<file path="config.mk">
export PLATFORM = sky130hd
export DESIGN_NAME = motion_command_parser_unit
export DESIGN_NICKNAME = d
export VERILOG_FILES = /design/src/rtl/core/mcp_pkg.sv /design/src/rtl/core/motion_command_parser_unit.sv /design/src/rtl/core/mcp_go_track.sv
export SDC_FILE = /design/constraint.sdc
export NUM_CORES = 1
export LEC_CHECK = 0
export BUFFER_PORTS_ARGS = -buffer_cell sky130_fd_sc_hd__buf_2
export CAP_MARGIN = 25
export CORE_MARGIN = 10
export CORE_UTILIZATION = 60
export DETAILED_ROUTE_END_ITERATION = 7
export PLACE_DENSITY = 0.83
export REMOVE_ABC_BUFFERS = 1
export SYNTH_ARGS = -nofsm -noshare
export SYNTH_HDL_FRONTEND = slang
export SYNTH_SLANG_ARGS = --single-unit
</file>
<file path="constraint.sdc">
create_clock -name clk_i -period 7.6 [get_ports clk_i]
set_clock_uncertainty 0.05 [all_clocks]
set_input_delay 1.52 -clock clk_i [delete_from_list [all_inputs] [get_ports clk_i]]
set_output_delay 1.52 -clock clk_i [all_outputs]
set_load 0.05 [all_outputs]
</file>
<file path="src/rtl/core/mcp_pkg.sv">
package mcp_pkg;

  localparam int unsigned AngleW   = 16;
  localparam int unsigned AxisW    = 2;
  localparam int unsigned StatusW  = 3;
  localparam int unsigned ProductW = AngleW + 3;

  localparam logic [AngleW-1:0] MaxAngle = 16'd36000;

  localparam logic [AxisW-1:0] AxisX = 2'd0;
  localparam logic [AxisW-1:0] AxisY = 2'd1;
  localparam logic [AxisW-1:0] AxisZ = 2'd2;

  localparam logic [7:0] ChSpace = 8'h20;

  // Progress value once the whole word "finished" has been seen
  localparam logic [3:0] FinDone = 4'd8;

  typedef enum logic [StatusW-1:0] {
    StRunMove   = 3'd0,
    StOnline    = 3'd1,
    StUndefined = 3'd2,
    StRange     = 3'd3,
    StFinished  = 3'd4
  } status_e;

  typedef enum logic [2:0] {
    GoSeekG    = 3'd0,
    GoSeenG    = 3'd1,
    GoSkipAxis = 3'd2,
    GoSkipNum  = 3'd3,
    GoDigits   = 3'd4,
    GoDone     = 3'd5,
    GoBadAxis  = 3'd6,
    GoTooLarge = 3'd7
  } go_phase_e;

  typedef struct packed {
    go_phase_e         phase;
    logic [AxisW-1:0]  axis;
    logic [AngleW-1:0] angle;
  } go_info_t;

  // Lower-case only A..Z; every other byte passes unchanged
  function automatic logic [7:0] fold_case(input logic [7:0] c);
    logic [7:0] r;
    r = c;
    if (c >= 8'h41 && c <= 8'h5A) begin
      r = c + 8'h20;
    end
    return r;
  endfunction

  function automatic logic [7:0] fin_letter(input logic [2:0] idx);
    logic [7:0] r;
    case (idx)
      3'd0: r = 8'h66;  // f
      3'd1: r = 8'h69;  // i
      3'd2: r = 8'h6E;  // n
      3'd3: r = 8'h69;  // i
      3'd4: r = 8'h73;  // s
      3'd5: r = 8'h68;  // h
      3'd6: r = 8'h65;  // e
      default: r = 8'h64;  // d
    endcase
    return r;
  endfunction

endpackage

</file>
<file path="src/rtl/core/motion_command_parser_unit.sv">
// Channel  | Direction | tdata (low bit up)                      | tlast
// s_axis   | in        | [7:0] ch                                | end_of_text
// m_axis   | out       | [2:0] status, [4:3] axis, [20:5] angle  | -
//
// One character word is taken every cycle; matcher state updates at the accept edge.
// An end word produces its status word in the cycle after it is accepted, from the output register.
// The input holds off while a result waits in that register and is not drained in the
// same cycle, so a stalled output stalls every input word, not only the next end word.
// Reset clears all matchers and the output valid flag.
module motion_command_parser_unit (
  input  logic        clk_i,
  input  logic        rst_ni,
  input  logic        s_axis_tvalid_i,
  output logic        s_axis_tready_o,
  input  logic [7:0]  s_axis_tdata_i,   // [7:0] ch
  input  logic        s_axis_tlast_i,   // end_of_text
  output logic        m_axis_tvalid_o,
  input  logic        m_axis_tready_i,
  output logic [23:0] m_axis_tdata_o    // [2:0] status, [4:3] axis, [20:5] angle
);
  import mcp_pkg::*;

  typedef enum logic [2:0] {
    ImSeekI  = 3'd0,
    ImSeenI  = 3'd1,
    ImSkip   = 3'd2,
    ImSeenO  = 3'd3,
    ImOn     = 3'd4,
    ImFailed = 3'd5
  } im_phase_e;

  logic       accept, step, clear;
  logic [7:0] ch;
  go_info_t   go_info;

  im_phase_e  im_q, im_d;
  logic [3:0] fin_q, fin_d;

  logic              out_valid_q;
  status_e           status_q, status_d;
  logic [AxisW-1:0]  axis_q, axis_d;
  logic [AngleW-1:0] angle_q, angle_d;

  assign s_axis_tready_o = !out_valid_q || m_axis_tready_i;
  assign accept = s_axis_tvalid_i && s_axis_tready_o;
  assign step   = accept && !s_axis_tlast_i;
  assign clear  = accept && s_axis_tlast_i;
  assign ch     = fold_case(s_axis_tdata_i);

  mcp_go_track u_go_track (
    .clk_i   (clk_i),
    .rst_ni  (rst_ni),
    .char_i  (ch),
    .step_i  (step),
    .clear_i (clear),
    .info_o  (go_info)
  );

  always_comb begin
    im_d = im_q;
    case (im_q)
      ImSeekI: begin
        if (ch == 8'h69) im_d = ImSeenI;
      end
      ImSeenI: begin
        if (ch == 8'h6D) im_d = ImSkip;
        else if (ch != 8'h69) im_d = ImSeekI;
      end
      ImSkip: begin
        if (ch != ChSpace) im_d = (ch == 8'h6F) ? ImSeenO : ImFailed;
      end
      ImSeenO: begin
        im_d = (ch == 8'h6E) ? ImOn : ImFailed;
      end
      default: begin
        im_d = im_q;
      end
    endcase
  end

  always_comb begin
    fin_d = fin_q;
    if (fin_q < FinDone) begin
      if (ch == fin_letter(fin_q[2:0])) fin_d = fin_q + 4'd1;
      else fin_d = (ch == fin_letter(3'd0)) ? 4'd1 : 4'd0;
    end
  end

  // GO outcome wins, then ON, then finished
  always_comb begin
    status_d = StUndefined;
    axis_d   = '0;
    angle_d  = '0;
    case (go_info.phase)
      GoSkipNum, GoDigits, GoDone: begin
        status_d = StRunMove;
        axis_d   = go_info.axis;
        angle_d  = go_info.angle;
      end
      GoTooLarge: status_d = StRange;
      GoSkipAxis, GoBadAxis: status_d = StUndefined;
      default: begin
        if (im_q == ImOn) status_d = StOnline;
        else if (fin_q >= FinDone) status_d = StFinished;
        else status_d = StUndefined;
      end
    endcase
  end

  always_ff @(posedge clk_i or negedge rst_ni) begin
    if (!rst_ni) begin
      im_q  <= ImSeekI;
      fin_q <= '0;
    end else if (clear) begin
      im_q  <= ImSeekI;
      fin_q <= '0;
    end else if (step) begin
      im_q  <= im_d;
      fin_q <= fin_d;
    end
  end

  always_ff @(posedge clk_i or negedge rst_ni) begin
    if (!rst_ni) begin
      out_valid_q <= 1'b0;
    end else if (clear) begin
      out_valid_q <= 1'b1;
    end else if (m_axis_tready_i) begin
      out_valid_q <= 1'b0;
    end
  end

  // Payload holds until the next end word is taken
  always_ff @(posedge clk_i) begin
    if (clear) begin
      status_q <= status_d;
      axis_q   <= axis_d;
      angle_q  <= angle_d;
    end
  end

  assign m_axis_tvalid_o = out_valid_q;
  assign m_axis_tdata_o  = {3'b000, angle_q, axis_q, status_q};

  a_end_gives_word: assert property (@(posedge clk_i) disable iff (!rst_ni)
    s_axis_tvalid_i && s_axis_tready_o && s_axis_tlast_i |=> m_axis_tvalid_o)
    else $error("end word accepted without a result");

  a_run_angle_range: assert property (@(posedge clk_i) disable iff (!rst_ni)
    m_axis_tvalid_o && status_q == StRunMove |-> angle_q <= MaxAngle && axis_q != 2'd3)
    else $error("run move result out of range");

  a_other_zeroed: assert property (@(posedge clk_i) disable iff (!rst_ni)
    m_axis_tvalid_o && status_q != StRunMove |-> axis_q == '0 && angle_q == '0)
    else $error("axis or angle set on non-move status");

  a_no_overrun: assert property (@(posedge clk_i) disable iff (!rst_ni)
    m_axis_tvalid_o && !m_axis_tready_i |-> !s_axis_tready_o)
    else $error("input taken while result is stalled");

endmodule

</file>
<file path="src/rtl/core/mcp_go_track.sv">
module mcp_go_track (
  input  logic              clk_i,
  input  logic              rst_ni,
  input  logic [7:0]        char_i,
  input  logic              step_i,
  input  logic              clear_i,
  output mcp_pkg::go_info_t info_o
);
  import mcp_pkg::*;

  go_phase_e         phase_q, phase_d;
  logic [AxisW-1:0]  axis_q, axis_d;
  logic [AngleW-1:0] angle_q, angle_d;
  logic [ProductW-1:0] product;

  // acc * 10 + digit as two shifts and two adds
  assign product = {angle_q, 3'b000} + {2'b00, angle_q, 1'b0}
                 + {{(ProductW-4){1'b0}}, char_i[3:0]};

  always_comb begin
    phase_d = phase_q;
    axis_d  = axis_q;
    angle_d = angle_q;
    case (phase_q)
      GoSeekG: begin
        if (char_i == 8'h67) phase_d = GoSeenG;
      end
      GoSeenG: begin
        if (char_i == 8'h6F) phase_d = GoSkipAxis;
        else if (char_i != 8'h67) phase_d = GoSeekG;
      end
      GoSkipAxis: begin
        if (char_i == 8'h78) begin
          axis_d = AxisX; phase_d = GoSkipNum;
        end else if (char_i == 8'h79) begin
          axis_d = AxisY; phase_d = GoSkipNum;
        end else if (char_i == 8'h7A) begin
          axis_d = AxisZ; phase_d = GoSkipNum;
        end else if (char_i != ChSpace) begin
          phase_d = GoBadAxis;
        end
      end
      GoSkipNum, GoDigits: begin
        if (phase_q == GoSkipNum && char_i == ChSpace) begin
          phase_d = phase_q;
        end else if (char_i inside {[8'h30:8'h39]}) begin
          if (product > {3'b000, MaxAngle}) begin
            phase_d = GoTooLarge;
          end else begin
            angle_d = product[AngleW-1:0];
            phase_d = GoDigits;
          end
        end else begin
          phase_d = GoDone;
        end
      end
      default: begin
        phase_d = phase_q;
      end
    endcase
  end

  always_ff @(posedge clk_i or negedge rst_ni) begin
    if (!rst_ni) begin
      phase_q <= GoSeekG;
      axis_q  <= AxisX;
      angle_q <= '0;
    end else if (clear_i) begin
      phase_q <= GoSeekG;
      axis_q  <= AxisX;
      angle_q <= '0;
    end else if (step_i) begin
      phase_q <= phase_d;
      axis_q  <= axis_d;
      angle_q <= angle_d;
    end
  end

  assign info_o.phase = phase_q;
  assign info_o.axis  = axis_q;
  assign info_o.angle = angle_q;

endmodule

</file>
==> impl_results.md <==
- Outcome: complete, no violations
- Slew margin rel.: 0.5156
- Synth Warn #: 0
- CTS root buf: clkbuf_8
- Cell Area, Synth: 3961 sq um
- Clock sinks: 50
- Max VDD drop: 0.1640 mV
- Crit. End Element: flop
- Lkg Pwr: 1.902 nW
- Skew-Pair Late Insertion Delay: 300 ps
- WP data arrival: 5380 ps
- Tmin final: 5233 ps
- Gr ovfl total: 0
- Ratio of cells with drive above 1 in the final layout: 0.1341
- Mapped Cells: 434
- Die Y-Extent: 101.3 um
- Vias: 3457
- EDFF count, synth: 21
- Place WS: 2087 ps
- Post-CTS sizing: 0
- HP Class: reg2reg
- Initial antenna violation count: 0
- Post-synthesis sequential area ratio: 0.3424
- Setup CP Type: in2reg
- First-pass GRT wire length: 15.70 mm
- Gp weighted congestion: 0.8608
- Wire per inst: 17.70 um
- Clock slew at reported path FFs: 90 ps
- First-pass DRT Iterations: 4
- Number of global-route vias before repair: 3332
- Row count: 29
- Final hold violation count: 0
- Ratio of final minimum period to clock period: 0.6886
- # Max-Cap Violations: 0
- Slew Viols, Final: 0
- Async SR Flop Fraction: 0.5800
- Number of port buffers: 35
- Worst Slack Setup Final: 2367 ps
- RSZ-0062 raised after global routing: false
- Drc violations: 0
- Most frequent cells in the layout: ha_1, buf_2, a21oi_1
- Dpl cell area: 4125 sq um
- Syn avg cell area: 9.127 sq um
- Syn-to-layout area delta: 7.991%
- Max Buffers Root-to-Sink: 2
- Design area: 4278 sq um
- Setup Total Neg Slack: 0 ps
- Initial Utilization: 0.6203
- Crit-path max FO: 32
- Nets: 504
- Startpoint class of the critical path: input pin
- Cts bufs inserted: 5
- DIE AREA: 10250 sq um
- FMAX: 191.1 MHz
- CTS Hold Bufs: 0
- HPWL Detailed: 6.919 mm
- PwrDens: 240.7 nW/um^2
- Vias per cell: 6.498
- Post-CTS Setup Inserts: 0
- Antenna Diode Count: 0
- Die X: 101.3 um
- Slew @ Worst Pin: 717.6 ps
- Total track usage: 0.1816
- Library cells used by synthesis: 66
- Drt initial violations: 297
- Finished Core Util: 0.6699
- Drt total wl: 9.415 mm
- CTS tree: built
- DRT antenna net count: 0
- Maximum number of pins on one net before global-route repair: 35
- Hold slack: 482.1 ps
- Num ports: 39
- Htree depth: 2
- FF+latch count, synth: 50
- Primary FF master, synth: dfrtp_1
- Worst path required time: 7740 ps
- Final-report setup violation count: 0
- Core area: 6386 sq um
[cell usage after synthesis, drive strengths merged, types with 3 or more instances]
cell     count  area share
xnor2        7       0.015
ha          35        0.11
or2          4      0.0063
a21o         6       0.011
nand2       26       0.025
o21ai       17       0.021
nor2b        6      0.0095
or3b         4      0.0088
inv         21       0.020
o22ai        6      0.0095
and2        19       0.030
clkbuf      19       0.018
nand4        5      0.0079
edfxtp      21        0.16
buf          8       0.015
a21oi       30       0.038
o211ai       3      0.0057
nand3       13       0.016
a31oi        5      0.0079
dfrtp       29        0.18
o2111ai      4      0.0088
nand2b       5      0.0079
mux2i        5       0.013
nor2        29       0.027
nor3        17       0.021
a221o       15       0.038
nor3b       16       0.030
xor2         7       0.015
and3         7       0.011
a211oi       4      0.0076
o311ai       3      0.0085
[per-stage QoR]
step           power (mW)  std cells
2_1_floorplan      0.6964        409
3_3_place_gp       0.7866        523
3_5_place_dp       0.8058        523
4_1_cts             1.031        531
5_1_grt             1.096        532
6_report            1.030        532
[sequential cells by signal, summed over array words and instances, names as in the netlist]
register            flops
u_go_track.phase_q      3
status_q                3
axis_q                  2
im_q                    3
u_go_track.axis_q       2
m_axis_tvalid_o         1
fin_q                   4
u_go_track.angle_q     16
angle_q                16
[kinds of logic after synthesis]
logic type	count (synthesis)	share of synthesized area
buf+inv	49	0.05369
compound gates	114	0.2091
other cells	1	0.0009467
simple gates	162	0.2239
flops	50	0.3424
mux	7	0.01832
fa+ha+maj	37	0.1207
xor+xnor	14	0.03095
[cell type report]
cell class / instances / area, sq um
Clock buffer: 5 / 68.82
Clock inverter: 3 / 68.82
Fill cell: 512 / 2108
Inverter: 22 / 82.58
Multi-Input combinational cell: 337 / 2400
Sequential cell: 50 / 1356
Tap cell: 77 / 96.34
Timing Repair Buffer: 38 / 205.2
[routing by layer]
layer / GRT usage / share of wire / vias to the layer above
met5: 0 / 0 / -
met4: 0.06645 / 0.022 / 0
met1: 0.2170 / 0.43 / 1659
li1: - / - / 1665
met3: 0.02995 / 0.054 / 20
met2: 0.3193 / 0.49 / 113
[critical path: stages]
cell	delay, ps
buf_2	200
inv_1	150
fa_1	610
inv_1	60
ha_1	290
a21o_1	170
nand4_1	160
a21boi_0	140
o311ai_0	680
o311ai_2	250
a2111oi_4	380
buf_4	360
nor3b_1	100
a221o_1	290
[final timing paths]
path	end	from	slack, ps	depth (start not counted)
max in group asynchronous	im_q[1]	rst_ni	5880	1
min reg2reg	u_go_track.axis_q[0]	u_go_track.axis_q[0]	480	2
max reg2reg	u_go_track.angle_q[1]	u_go_track.angle_q[2]	3480	13
min	u_go_track.axis_q[0]	u_go_track.axis_q[0]	480	2
max	u_go_track.angle_q[1]	s_axis_tdata_i[3]	2370	14
min in group asynchronous	fin_q[0]	rst_ni	1190	1
[report_power, final]
part | switching [mW] | internal, mW
registers | 0.0443 | 0.319
clock network | 0.0921 | 0.132
logic | 0.268 | 0.174
total | 0.405 | 0.625
Power figures use the tool's default switching activity.
